[config.mk]
export PLATFORM = sky130hd
export DESIGN_NAME = deque_with_search
export DESIGN_NICKNAME = d
export VERILOG_FILES = /design/src/rtl/dws_pkg.sv /design/src/rtl/deque_with_search.sv /design/src/rtl/dws_ram.sv
export SDC_FILE = /design/constraint.sdc
export NUM_CORES = 1
export LEC_CHECK = 0
export ABC_AREA = 1
export BUFFER_PORTS_ARGS = -buffer_cell sky130_fd_sc_hd__buf_2
export CORE_ASPECT_RATIO = 1.25
export CORE_MARGIN = 2
export CORE_UTILIZATION = 50
export CTS_BUF_LIST = sky130_fd_sc_hd__clkbuf_4 sky130_fd_sc_hd__clkbuf_8
export DETAILED_ROUTE_END_ITERATION = 8
export HOLD_SLACK_MARGIN = 0.05
export PLACE_DENSITY = 0.68
export SLEW_MARGIN = 40
export SYNTH_ARGS = -nofsm -noshare
export SYNTH_HDL_FRONTEND = slang
export SYNTH_SLANG_ARGS = --single-unit
[constraint.sdc]
create_clock -name clk -period 9 [get_ports clk]
set_input_delay 2.7 -clock clk [delete_from_list [all_inputs] [get_ports clk]]
set_output_delay 2.7 -clock clk [all_outputs]
set_load 0.05 [all_outputs]
[src/rtl/dws_pkg.sv]
`timescale 1ns / 1ps

package dws_pkg;

  // Store geometry.
  localparam int DEPTH      = 16;
  localparam int DATA_WIDTH = 32;
  localparam int AW         = (DEPTH > 1) ? $clog2(DEPTH) : 1;
  localparam int CW         = $clog2(DEPTH + 1);

  // Fixed port widths.
  localparam int CMD_W    = 3;
  localparam int VALUE_W  = 32;
  localparam int STATUS_W = 2;
  localparam int POS_W    = 5;

  // Command codes.
  localparam logic [CMD_W-1:0] CMD_PUSH_FRONT = 3'd0;
  localparam logic [CMD_W-1:0] CMD_PUSH_BACK  = 3'd1;
  localparam logic [CMD_W-1:0] CMD_POP_FRONT  = 3'd2;
  localparam logic [CMD_W-1:0] CMD_POP_BACK   = 3'd3;
  localparam logic [CMD_W-1:0] CMD_SEARCH     = 3'd4;
  localparam logic [CMD_W-1:0] CMD_DUMP       = 3'd5;

  // Result status codes.
  localparam logic [STATUS_W-1:0] ST_OK    = 2'd0;
  localparam logic [STATUS_W-1:0] ST_FULL  = 2'd1;
  localparam logic [STATUS_W-1:0] ST_EMPTY = 2'd2;
  localparam logic [STATUS_W-1:0] ST_MISS  = 2'd3;

  typedef logic [DATA_WIDTH-1:0] data_t;
  typedef logic [AW-1:0]         addr_t;
  typedef logic [CW-1:0]         count_t;

endpackage

[src/rtl/deque_with_search.sv]
`timescale 1ns / 1ps
// Pushes, errors and ignored codes finish on acceptance: a push or error result
// goes to the output register at the accepting edge; ignored codes give none.
// Pops make one RAM read and load its data. Search reads entries from the front
// until a match or the last one; dump gives one item per cycle unless stalled,
// one RAM read each. One command is worked at a time. rst_n (synchronous, active
// low) empties the deque at once; the entry RAM is not cleared, nor needs to be.

module deque_with_search import dws_pkg::*; (
  input  logic                       clk,
  input  logic                       rst_n,
  input  logic                       in_valid,
  output logic                       in_stall,
  input  logic [CMD_W-1:0]           in_cmd,
  input  logic signed [VALUE_W-1:0]  in_item_value,
  output logic                       out_valid,
  input  logic                       out_stall,
  output logic [STATUS_W-1:0]        out_status,
  output logic signed [VALUE_W-1:0]  out_value,
  output logic [POS_W-1:0]           out_found_position,
  output logic                       out_last_of_run
);

  localparam logic S_IDLE = 1'b0;
  localparam logic S_SCAN = 1'b1;

  logic             state_r, state_nxt;
  addr_t            front_r, front_nxt;
  count_t           count_r, count_nxt;
  count_t           idx_r, idx_nxt;
  logic [CMD_W-1:0] cmd_r, cmd_nxt;
  data_t            key_r, key_nxt;

  logic                      out_valid_r, out_valid_nxt;
  logic [STATUS_W-1:0]       out_status_r, out_status_nxt;
  logic signed [VALUE_W-1:0] out_value_r, out_value_nxt;
  logic [POS_W-1:0]          out_pos_r, out_pos_nxt;
  logic                      out_last_r, out_last_nxt;

  logic  out_free, accept, out_load, full, empty, last_idx;
  data_t in_data, rd_data, wr_data;
  addr_t wr_addr, rd_addr;
  logic  wr_en, rd_en;

  // Ring position of the entry pos places behind base.
  function automatic addr_t ring_slot(addr_t base, count_t pos);
    logic [CW:0] sum;
    sum = (CW+1)'(base) + (CW+1)'(pos);
    if (sum >= (CW+1)'(DEPTH)) begin
      sum = sum - (CW+1)'(DEPTH);
    end
    return AW'(sum);
  endfunction

  assign out_free = !out_valid_r || !out_stall;
  assign in_stall = !((state_r == S_IDLE) && out_free);
  assign accept   = in_valid && !in_stall;
  assign full     = (count_r == CW'(DEPTH));
  assign empty    = (count_r == '0);
  assign last_idx = (idx_r == count_r - CW'(1));
  assign in_data  = DATA_WIDTH'(in_item_value);

  dws_ram u_ram (
    .clk     (clk),
    .wr_en   (wr_en),
    .wr_addr (wr_addr),
    .wr_data (wr_data),
    .rd_en   (rd_en),
    .rd_addr (rd_addr),
    .rd_data (rd_data)
  );

  // Command decode on accept and the entry walk for pop, search and dump.
  // Writes only happen at accept and reads complete before the next accept,
  // so a read never overlaps a write to the same entry.
  always_comb begin
    state_nxt      = state_r;
    front_nxt      = front_r;
    count_nxt      = count_r;
    idx_nxt        = idx_r;
    cmd_nxt        = cmd_r;
    key_nxt        = key_r;
    wr_en          = 1'b0;
    wr_addr        = ring_slot(front_r, count_r);
    wr_data        = in_data;
    rd_en          = 1'b0;
    rd_addr        = front_r;
    out_load       = 1'b0;
    out_status_nxt = ST_OK;
    out_value_nxt  = '0;
    out_pos_nxt    = '0;
    out_last_nxt   = 1'b1;

    if (state_r == S_IDLE) begin
      if (accept) begin
        cmd_nxt = in_cmd;
        key_nxt = in_data;
        idx_nxt = '0;
        case (in_cmd)
          CMD_PUSH_FRONT, CMD_PUSH_BACK: begin
            out_load = 1'b1;
            if (full) begin
              out_status_nxt = ST_FULL;
            end else begin
              wr_en     = 1'b1;
              count_nxt = count_r + CW'(1);
              if (in_cmd == CMD_PUSH_FRONT) begin
                front_nxt = (front_r == '0) ? AW'(DEPTH - 1) : front_r - AW'(1);
                wr_addr   = front_nxt;
              end
            end
          end
          CMD_POP_FRONT, CMD_POP_BACK, CMD_SEARCH, CMD_DUMP: begin
            if (empty) begin
              out_load       = 1'b1;
              out_status_nxt = ST_EMPTY;
            end else begin
              rd_en     = 1'b1;
              state_nxt = S_SCAN;
              if (in_cmd == CMD_POP_FRONT) begin
                front_nxt = ring_slot(front_r, CW'(1));
                count_nxt = count_r - CW'(1);
              end else if (in_cmd == CMD_POP_BACK) begin
                rd_addr   = ring_slot(front_r, count_r - CW'(1));
                count_nxt = count_r - CW'(1);
              end
            end
          end
          default: begin
          end
        endcase
      end
    end else begin
      rd_addr = ring_slot(front_r, idx_r + CW'(1));
      case (cmd_r)
        CMD_POP_FRONT, CMD_POP_BACK: begin
          if (out_free) begin
            out_load      = 1'b1;
            out_value_nxt = VALUE_W'(rd_data);
            state_nxt     = S_IDLE;
          end
        end
        CMD_SEARCH: begin
          if (rd_data == key_r) begin
            if (out_free) begin
              out_load      = 1'b1;
              out_value_nxt = VALUE_W'(key_r);
              out_pos_nxt   = POS_W'(idx_r + CW'(1));
              state_nxt     = S_IDLE;
            end
          end else if (last_idx) begin
            if (out_free) begin
              out_load       = 1'b1;
              out_status_nxt = ST_MISS;
              state_nxt      = S_IDLE;
            end
          end else begin
            rd_en   = 1'b1;
            idx_nxt = idx_r + CW'(1);
          end
        end
        CMD_DUMP: begin
          if (out_free) begin
            out_load      = 1'b1;
            out_value_nxt = VALUE_W'(rd_data);
            out_last_nxt  = last_idx;
            if (last_idx) begin
              state_nxt = S_IDLE;
            end else begin
              rd_en   = 1'b1;
              idx_nxt = idx_r + CW'(1);
            end
          end
        end
        default: begin
          state_nxt = S_IDLE;
        end
      endcase
    end
  end

  // The output register is held while stalled and cleared once taken.
  always_comb begin
    if (out_load) begin
      out_valid_nxt = 1'b1;
    end else if (out_stall) begin
      out_valid_nxt = out_valid_r;
    end else begin
      out_valid_nxt = 1'b0;
    end
  end

  // Control state.
  always_ff @(posedge clk) begin
    if (!rst_n) begin
      state_r     <= S_IDLE;
      front_r     <= '0;
      count_r     <= '0;
      out_valid_r <= 1'b0;
    end else begin
      state_r     <= state_nxt;
      front_r     <= front_nxt;
      count_r     <= count_nxt;
      out_valid_r <= out_valid_nxt;
    end
  end

  // Work registers and result payload.
  always_ff @(posedge clk) begin
    idx_r <= idx_nxt;
    cmd_r <= cmd_nxt;
    key_r <= key_nxt;
    if (out_load) begin
      out_status_r <= out_status_nxt;
      out_value_r  <= out_value_nxt;
      out_pos_r    <= out_pos_nxt;
      out_last_r   <= out_last_nxt;
    end
  end

  assign out_valid          = out_valid_r;
  assign out_status         = out_status_r;
  assign out_value          = out_value_r;
  assign out_found_position = out_pos_r;
  assign out_last_of_run    = out_last_r;

  // The fill count never goes past the store depth.
  a_count_bound: assert property (@(posedge clk) disable iff (!rst_n)
    count_r <= CW'(DEPTH))
    else $error("entry count exceeds depth");

  // A successful push grows the deque by exactly one entry.
  a_push_grows: assert property (@(posedge clk) disable iff (!rst_n)
    (accept && !full && (in_cmd == CMD_PUSH_FRONT || in_cmd == CMD_PUSH_BACK))
    |=> (count_r == $past(count_r) + CW'(1)))
    else $error("push did not grow the deque");

  // Pointers do not move while a command is being walked.
  a_ptr_stable: assert property (@(posedge clk) disable iff (!rst_n)
    (state_r == S_SCAN) |=> ($stable(count_r) && $stable(front_r)))
    else $error("pointers moved during a walk");

  // The final item of a command returns the block to idle.
  a_last_idle: assert property (@(posedge clk) disable iff (!rst_n)
    (out_load && out_last_nxt) |=> (state_r == S_IDLE))
    else $error("block busy after last item");

  // A new item is loaded only when the output register is free.
  a_no_overwrite: assert property (@(posedge clk) disable iff (!rst_n)
    out_load |-> out_free)
    else $error("output item overwritten");

endmodule

[src/rtl/dws_ram.sv]
`timescale 1ns / 1ps

module dws_ram import dws_pkg::*; (
  input  logic  clk,
  input  logic  wr_en,
  input  addr_t wr_addr,
  input  data_t wr_data,
  input  logic  rd_en,
  input  addr_t rd_addr,
  output data_t rd_data
);

  data_t mem [DEPTH];
  data_t rd_data_r;

  // One write port and one registered read port; read data holds when idle.
  always_ff @(posedge clk) begin
    if (wr_en) begin
      mem[wr_addr] <= wr_data;
    end
    if (rd_en) begin
      rd_data_r <= mem[rd_addr];
    end
  end

  assign rd_data = rd_data_r;

endmodule

After elaboration in Yosys (flattened, before gate mapping). Memory sizes are Yosys's and may differ from the RTL's. A register that Yosys moved wholly into a read port is not among the register bits. Index checks and enable logic that the tools add are counted.

Add/subtract/negate cells: 12. Order comparisons: 4. Equality and inequality tests: 21. Muxes and demuxes: 75. Bitwise gates (word level): 1. Reductions and logical operators: 21.

Operators by type and width (number): 32-bit two-way mux (3); 4-bit two-way mux (20); 32-bit case mux with 2 select lines (1); 5-bit two-way mux (9); 32-bit equality test (1); 1-bit two-way mux (27); 5-bit case mux with 2 select lines (2); 4-bit by 1-bit subtractor with 4-bit output (second input constant) (5); 4-bit by 5-bit adder with 6-bit output (3); 6-bit by 5-bit >= comparator with 1-bit output (second input constant) (3); 2-bit two-way mux (7); 3-bit by 2-bit equality test with 1-bit output (second input constant) (4); 3-bit equality test (second input constant) (4); 5-bit by 1-bit adder with 5-bit output (second input constant) (2); 3-bit inequality test (second input constant) (3); 2-bit inequality test (second input constant) (4); 4-bit case mux with 2 select lines (1); 4-bit AND reduction (2); 7-bit AND reduction (1); 1-bit case mux with 2 select lines (3); 6-bit AND reduction (1); 4-bit by 1-bit adder with 5-bit output (second input constant) (1); 5-bit equality test (1); 5-bit equality test (second input constant) (1); 20 further kinds (25).

Register bits after elaboration: 91. RAM bits: 512. Bits of input ports: 39. Output and inout port bits: 42. Word-level logic and storage cells: 146. Memories: 1.

Memory list: u_ram.mem (words 16, bits a word 32, read ports 1, clocked after Yosys merged registers in 1, write ports 1, line dws_ram.sv:13) `data_t mem [DEPTH];`.

Depth between registers and ports, before layout. Gate-level depths: netlist of the first run.

Word-level depth: 10. Mapped depth: 18. Gate-level depth less buffers: 17.

By module. From an unflattened synthesis of the first run, not the netlist that was laid out.

Cell total of the unflattened synthesis: 2660. Area, all modules: 28093.2 sq um.

By module, submodules not included: dws_ram (instances 1, cells an instance 2120, area an instance 23050.9 sq um, seq. area each 16335.7 sq um); deque_with_search (instances 1, cells an instance 540, area an instance 5042.3 sq um, seq. area each 2622.5 sq um).

Worst setup path after synthesis of the first run. No wires, ideal clock.

Path type: input -> output. Start point: input port out_stall. End point: output port in_stall. Arrival time: 3458 ps. Data required time: 6300 ps. Slack: 2842 ps. Stages on the path: 3. Buffers on the path: 1. Path through: nand2_2 -> clkbuf_1 -> nand2_1.

Longest elaborated chain between the ends: 4.

Ends and longest elaborated chain: from (decl) (line deque_with_search.sv:17) `input logic out_stall,`; 1-bit logical NOT (line deque_with_search.sv:55) `assign out_free = !out_valid_r || !out_stall;`; 1-bit logical OR (line deque_with_search.sv:55); 1-bit logical AND (line deque_with_search.sv:56) `assign in_stall = !((state_r == S_IDLE) && out_free);`; 1-bit logical NOT (line deque_with_search.sv:56); to (decl) (line deque_with_search.sv:13) `output logic in_stall,`.

Every way passes these cells.

Final worst setup path of the first run. Same ends and word-level chain as after synthesis.

==> impl_metrics.yaml, run 1 <==
setup_path:
  startpoint: "out_stall"
  r2r-start: "state_r"
  rrSetupSlack_ns: 4.47
  crit_type: "primary input to primary output"
  cp.required_ns: 6.30
  r2r_cells: 13
  endpoint: "in_stall"
  startpoint_type: "primary input"
  cp.arrival_ns: 3.96
  cp_max_fo: 26
  worstSetupEndpointType: "primary output"
  reg2reg_to: "u_ram.rd_data[20]"
global_routing:
  grt_pass1_wl_um: 101500
  gr-total-overflow: 0
  track_usage_pct: 23.04
  grt_max_degree: 127
  grt_pass1_vias: 18020
  grt.busiest_layer: "met2"
  grt_use_met1_pct: 28.85
  antenna_found_initial: 4
  grt_use_met3_pct: 4.027
  use_met2_pct: 39.42
worst_hold_path:
  hp-class: "flip-flop to flip-flop"
route:
  drt_first_pass_iters: 8
  antenna_left: 0
  viasPerCell: 5.274
  avgRoutedWirePerCell_um: 18.93
  routed_wl_um: 67190
  vias: 18720
  post-route-drc-count: 0
  dr.first_iter.drc_count: 1645
synthesis:
  syn_nets: 2713
  syn-cell-area_mm2: 0.02807
  synth_edf_count: 624
  ys_types: 38
  async_flop_share_pct: 0
  synth_ff_type: "edfxtp_1"
  synth_area_per_cell_um2: 10.56
  yosys_warnings: 0
  yosysSeqAreaShare_pct: 67.54
  yosys_register_bits: 635
  synth_cells: 2657
timing:
  fmax_ghz: 0.1503
  fin_ws_ns: 2.345
  setup_tns_ns: 0
  final-max-slew-violation-count: 0
  hold_viol_final: 0
  fin_hold_ws_ns: 0.5765
  fin_crit_ns: 6.655
  rsz0062_at_grt: "false"
  period_share_pct: 73.95
  maxSlewHeadroom_pct: 43.31
  finalSetupViolCount: 0
  worst_pin_slew_ns: 0.8480
  fin_skew_ns: 0.01720
clock_tree:
  htree_levels: 3
  clk_pin_slew_ns: 0.06
  clk_latency_ns: 0.66
  clk_path_buf_depth: 3
  postCtsSetupBuffers: 0
  cts_resized: 0
  numCtsBuffers: 90
  cts_root_buf: "clkbuf_8"
  cts_tree: "built"
  cts_sinks: 635
  cts_hold_repair.buffers: 0
power:
  power_leakage_nw: 12.80
  worst_ir_drop_vdd_v: 0.0001142
  p_per_area_mw_per_mm2: 207.4
finish:
  syn2layout_area_growth_pct: 10.24
  nets: 2794
  postLayoutCoreUtil_pct: 55.43
  drive_gt1_share_pct: 10.70
place:
  dp_hpwl_um: 36550
  gp_congestion: 0.8321
  io_buffers: 80
  pre_cts_ws_ns: 2.350
floorplanning:
  die_w_um: 215.9
  io_pins: 81
  num_rows: 97
  start_util_pct: 50.28
  die_height_um: 268.9
  dieArea_mm2: 0.05806
  coreArea_mm2: 0.05583
outcome:
  status: "finished clean"
job:
  cap_violations: 0
kinds of logic after synthesis:
| logic type | count (synthesis) | synth area share (%) |
|---|---|---|
| compound gates | 149 | 3.045 |
| xor+xnor | 42 | 1.311 |
| fa+ha+maj | 17 | 0.8381 |
| buf+inv | 603 | 8.969 |
| flops | 635 | 67.54 |
| simple gates | 1211 | 18.29 |
how the worst min path moves through the flow:
stage | startpoint | to | cells past startpoint
after floorplan | count_r[0] | count_r[0] | 1
after global placement | count_r[0] | count_r[0] | 1
after detailed placement | count_r[0] | count_r[0] | 1
after CTS | count_r[0] | count_r[0] | 1
after global routing | count_r[0] | count_r[0] | 1
final | count_r[0] | count_r[0] | 1
routing by layer:
metal,wire length [um],share of wire (%)
met2,33030,49
met1,26980,40
met4,2326,3.5
met5,13,0.019
met3,4843,7.2
area by class of cell:
class / instances / area [um^2]
Antenna cell: 2 / 5.005
Clock buffer: 123 / 1511
Clock inverter: 36 / 197.7
Fill cell: 4630 / 24890
Inverter: 478 / 1803
Multi-Input combinational cell: 1419 / 6775
Sequential cell: 635 / 18960
Tap cell: 742 / 928.4
Timing Repair Buffer: 114 / 764.5
stage by stage:
stage | cells | cell area, um^2 | power [mW]
2_1_floorplan | 2657 | 28070 | 4.046
4_1_cts | 3547 | 30940 | 6.455
3_3_place_gp | 3384 | 29130 | 4.277
3_5_place_dp | 3388 | 29230 | 4.304
6_report | 3549 | 30940 | 6.418
5_1_grt | 3548 | 30940 | 6.674
cell usage in the layout, fill, tap and decap left out, types with 2 or more instances in the layout:
| master | Yosys | layout |
|---|---|---|
| buf_4 | 27 | 25 |
| clkbuf_4 | 0 | 29 |
| buf_16 | 0 | 2 |
| clkinvlp_4 | 0 | 3 |
| o21ai_1 | 28 | 27 |
| nor2_4 | 0 | 17 |
| nand3_2 | 1 | 2 |
| o21ai_2 | 1 | 2 |
| nand3_1 | 417 | 416 |
| nand3b_1 | 2 | 2 |
| nor2_1 | 53 | 37 |
| nand3_4 | 2 | 2 |
| buf_12 | 0 | 4 |
| clkbuf_8 | 0 | 94 |
| a31oi_1 | 2 | 2 |
| buf_8 | 0 | 2 |
| edfxtp_1 | 624 | 624 |
| nand2_2 | 2 | 3 |
| a21oi_1 | 49 | 49 |
| nand4_1 | 3 | 3 |
| xnor2_1 | 30 | 30 |
| inv_1 | 474 | 474 |
| o21ai_0 | 50 | 50 |
| nand2_4 | 0 | 2 |
| ha_1 | 14 | 14 |
| dfxtp_1 | 11 | 11 |
| xor2_1 | 12 | 12 |
| o211ai_2 | 10 | 10 |
| diode_2 | 0 | 2 |
| buf_2 | 64 | 80 |
| o211ai_1 | 5 | 5 |
| nand2_1 | 725 | 721 |
| fa_1 | 3 | 3 |
| clkinv_1 | 0 | 20 |
| clkinv_2 | 0 | 11 |
critical path: stages:
cell and delay [ns]:
buf_2 0.10, nand2_2 0.44, buf_4 0.36, nand2_1 0.09, buf_2 0.25
power breakdown:
group          switching (mW)  leakage [nW]  internal (mW)
clock network            1.06         0.905           1.12
registers              0.0414          5.77           3.34
logic                   0.630          6.12          0.234
total                    1.73          12.8           4.69
sequential cells by signal, indices dropped and copies added (netlist names):
signal / flops
u_ram.mem: 512
key_r: 32
out_value: 32
u_ram.rd_data: 32
count_r: 5
idx_r: 5
out_found_position: 5
front_r: 4
cmd_r: 3
out_status: 2
out_last_of_run: 1
out_valid: 1
state_r: 1
cell usage after synthesis (all sizes together) (2+ instances only):
cell	n	area share [%]
nand4	3	0.067
fa	3	0.21
inv	477	6.4
nand3	420	7.6
dfxtp	11	0.78
a31oi	2	0.045
xor2	12	0.37
edfxtp	624	67
clkbuf	21	0.28
nand2	727	9.7
a21oi	49	0.87
o21ai	79	1.4
nand3b	2	0.053
buf	104	2.3
ha	14	0.62
o211ai	15	0.58
xnor2	30	0.94
nor2	55	0.75
Note: power is estimated with default switching activity, not from simulation.
==> run 2, diff against run 1 <==
- PLACE_DENSITY: 0.68 -> 0.71
- clock period: 9 -> 5.6 ns (I/O delays scaled with it)
==> run 2 against run 1 <==
Compared with the run above: sequential share of layout area is 0.25 points lower; setup slack got worse by 1.1 ns; register-to-register slack worse by 2.8 ns; count of clock-buffer cells in the layout increased by 7; design area rose by 0.41%; sequential power increased by 61%; combinational power up 69%; total power increased by 63%; routed wire length up 3.8%; largest cell class unchanged.
==> impl_metrics.yaml, run 2 (synthesis gave the netlist of run 1 again) <==
route:
  post-route-drc-count: 0
  drt_first_pass_iters: 5
  viasPerCell: 5.346
  dr.first_iter.drc_count: 2034
  routed_wl_um: 69780
  avgRoutedWirePerCell_um: 19.58
  vias: 19050
  antenna_left: 0
setup_path:
  slowest_stage: "buf_4"
  crit_type: "primary input to primary output"
  cp_cell_sequence: "buf_2 -> nand2_2 -> buf_4 -> nand2_1 -> buf_2"
  worstSetupEndpointType: "primary output"
  worstPathBufferInverterCount: 3
  max_stage_delay_ns: 0.42
  cp.required_ns: 3.92
  crit_family: "buffers and inverters"
  cpMostUsedCell: "buf_2"
  cp_max_fo: 42
  startpoint_type: "primary input"
  cp.arrival_ns: 2.64
worst_hold_path:
  hp-class: "flip-flop to flip-flop"
timing:
  rsz0062_at_grt: "false"
  fin_skew_ns: 0.03179
  setup_tns_ns: 0
  final-max-slew-violation-count: 0
  maxSlewHeadroom_pct: 45.22
  finalSetupViolCount: 0
  worst_pin_slew_ns: 0.8198
  period_share_pct: 77.14
  fin_crit_ns: 4.320
  hold_viol_final: 0
  fin_hold_ws_ns: 0.5798
  fmax_ghz: 0.2315
global_routing:
  grt_pass1_wl_um: 106400
  antenna_found_initial: 5
  track_usage_pct: 24.13
  grt_max_degree: 115
  gr-total-overflow: 0
  grt_pass1_vias: 18600
place:
  gp_congestion: 0.8645
  io_buffers: 80
  dp_hpwl_um: 42220
finish:
  drive_gt1_share_pct: 11.11
  layout_commonest_cell: "nand2_1"
  nets: 2805
  largest_register: "u_ram.mem"
  final.fill_count: 4644
  largest_reg_flops: 512
  final_cell_mix: "nand2_1, edfxtp_1, inv_1"
  syn2layout_area_growth_pct: 10.69
floorplanning:
  dieArea_mm2: 0.05806
  num_rows: 97
  coreArea_mm2: 0.05583
  start_util_pct: 50.28
  die_height_um: 268.9
  io_pins: 81
  die_w_um: 215.9
clock_tree:
  cts_hold_repair.buffers: 0
  clk_path_buf_depth: 3
  cts_root_buf: "clkbuf_8"
  numCtsBuffers: 93
  htree_levels: 3
  clk_pin_slew_ns: 0.06
  cts_resized: 0
  cts_sinks: 635
  cts_tree: "built"
  clk_latency_ns: 0.68
  postCtsSetupBuffers: 0
job:
  cap_violations: 0
outcome:
  status: "finished clean"
power:
  power_leakage_nw: 12.87
  worst_ir_drop_vdd_v: 0.0001558
  p_per_area_mw_per_mm2: 336.9
==> run 2: metal layers <==
layer | vias to the layer above | GRT usage, % | wire length [um]
met3 | 168 | 3.756 | 5727
met2 | 902 | 41.02 | 34520
met1 | 9086 | 30.30 | 26770
met4 | 2 | 12.00 | 2744
met5 | - | 0 | 11
li1 | 8890 | - | -
==> run 2: final timing paths <==
check / startpoint / end / slack (ns) / cells past startpoint
max reg2reg: count_r[0] / u_ram.rd_data[16] / 1.67 / 17
min reg2reg: count_r[0] / count_r[0] / 0.58 / 1
min: count_r[0] / count_r[0] / 0.58 / 1
max: out_stall / in_stall / 1.28 / 5
==> run 2: cell type report <==
| class | count | area [um^2] | area share [%] |
|---|---|---|---|
| Inverter | 478 | 1799 | 5.791 |
| Multi-Input combinational cell | 1419 | 6783 | 21.83 |
| Clock inverter | 33 | 157.7 | 0.5074 |
| Clock buffer | 130 | 1589 | 5.114 |
| Antenna cell | 4 | 10.01 | 0.03222 |
| Sequential cell | 635 | 18960 | 61.02 |
| Tap cell | 742 | 928.4 | 2.988 |
| Timing Repair Buffer | 122 | 844.6 | 2.718 |
==> run 2: power by group <==
group | switching, mW | internal, mW
combinational | 1.07 | 0.392
clock | 1.74 | 1.83
sequential | 0.0753 | 5.37
==> run 2: per-stage QoR <==
| stage | std cells | instance area, um^2 | power [mW] | util [%] | worst slack [ns] |
|---|---|---|---|---|---|
| after detailed placement | 3396 | 29310 | 6.986 | 52.50 | 0.9543 |
| after global routing | 3562 | 31070 | 10.85 | 55.65 | 1.229 |
| after floorplan | 2657 | 28070 | 6.503 | - | 1.016 |
| after CTS | 3559 | 31060 | 10.50 | 55.63 | 1.303 |
| final | 3563 | 31070 | 10.47 | 55.65 | 1.280 |
| after global placement | 3396 | 29290 | 6.960 | 52.46 | 1.001 |
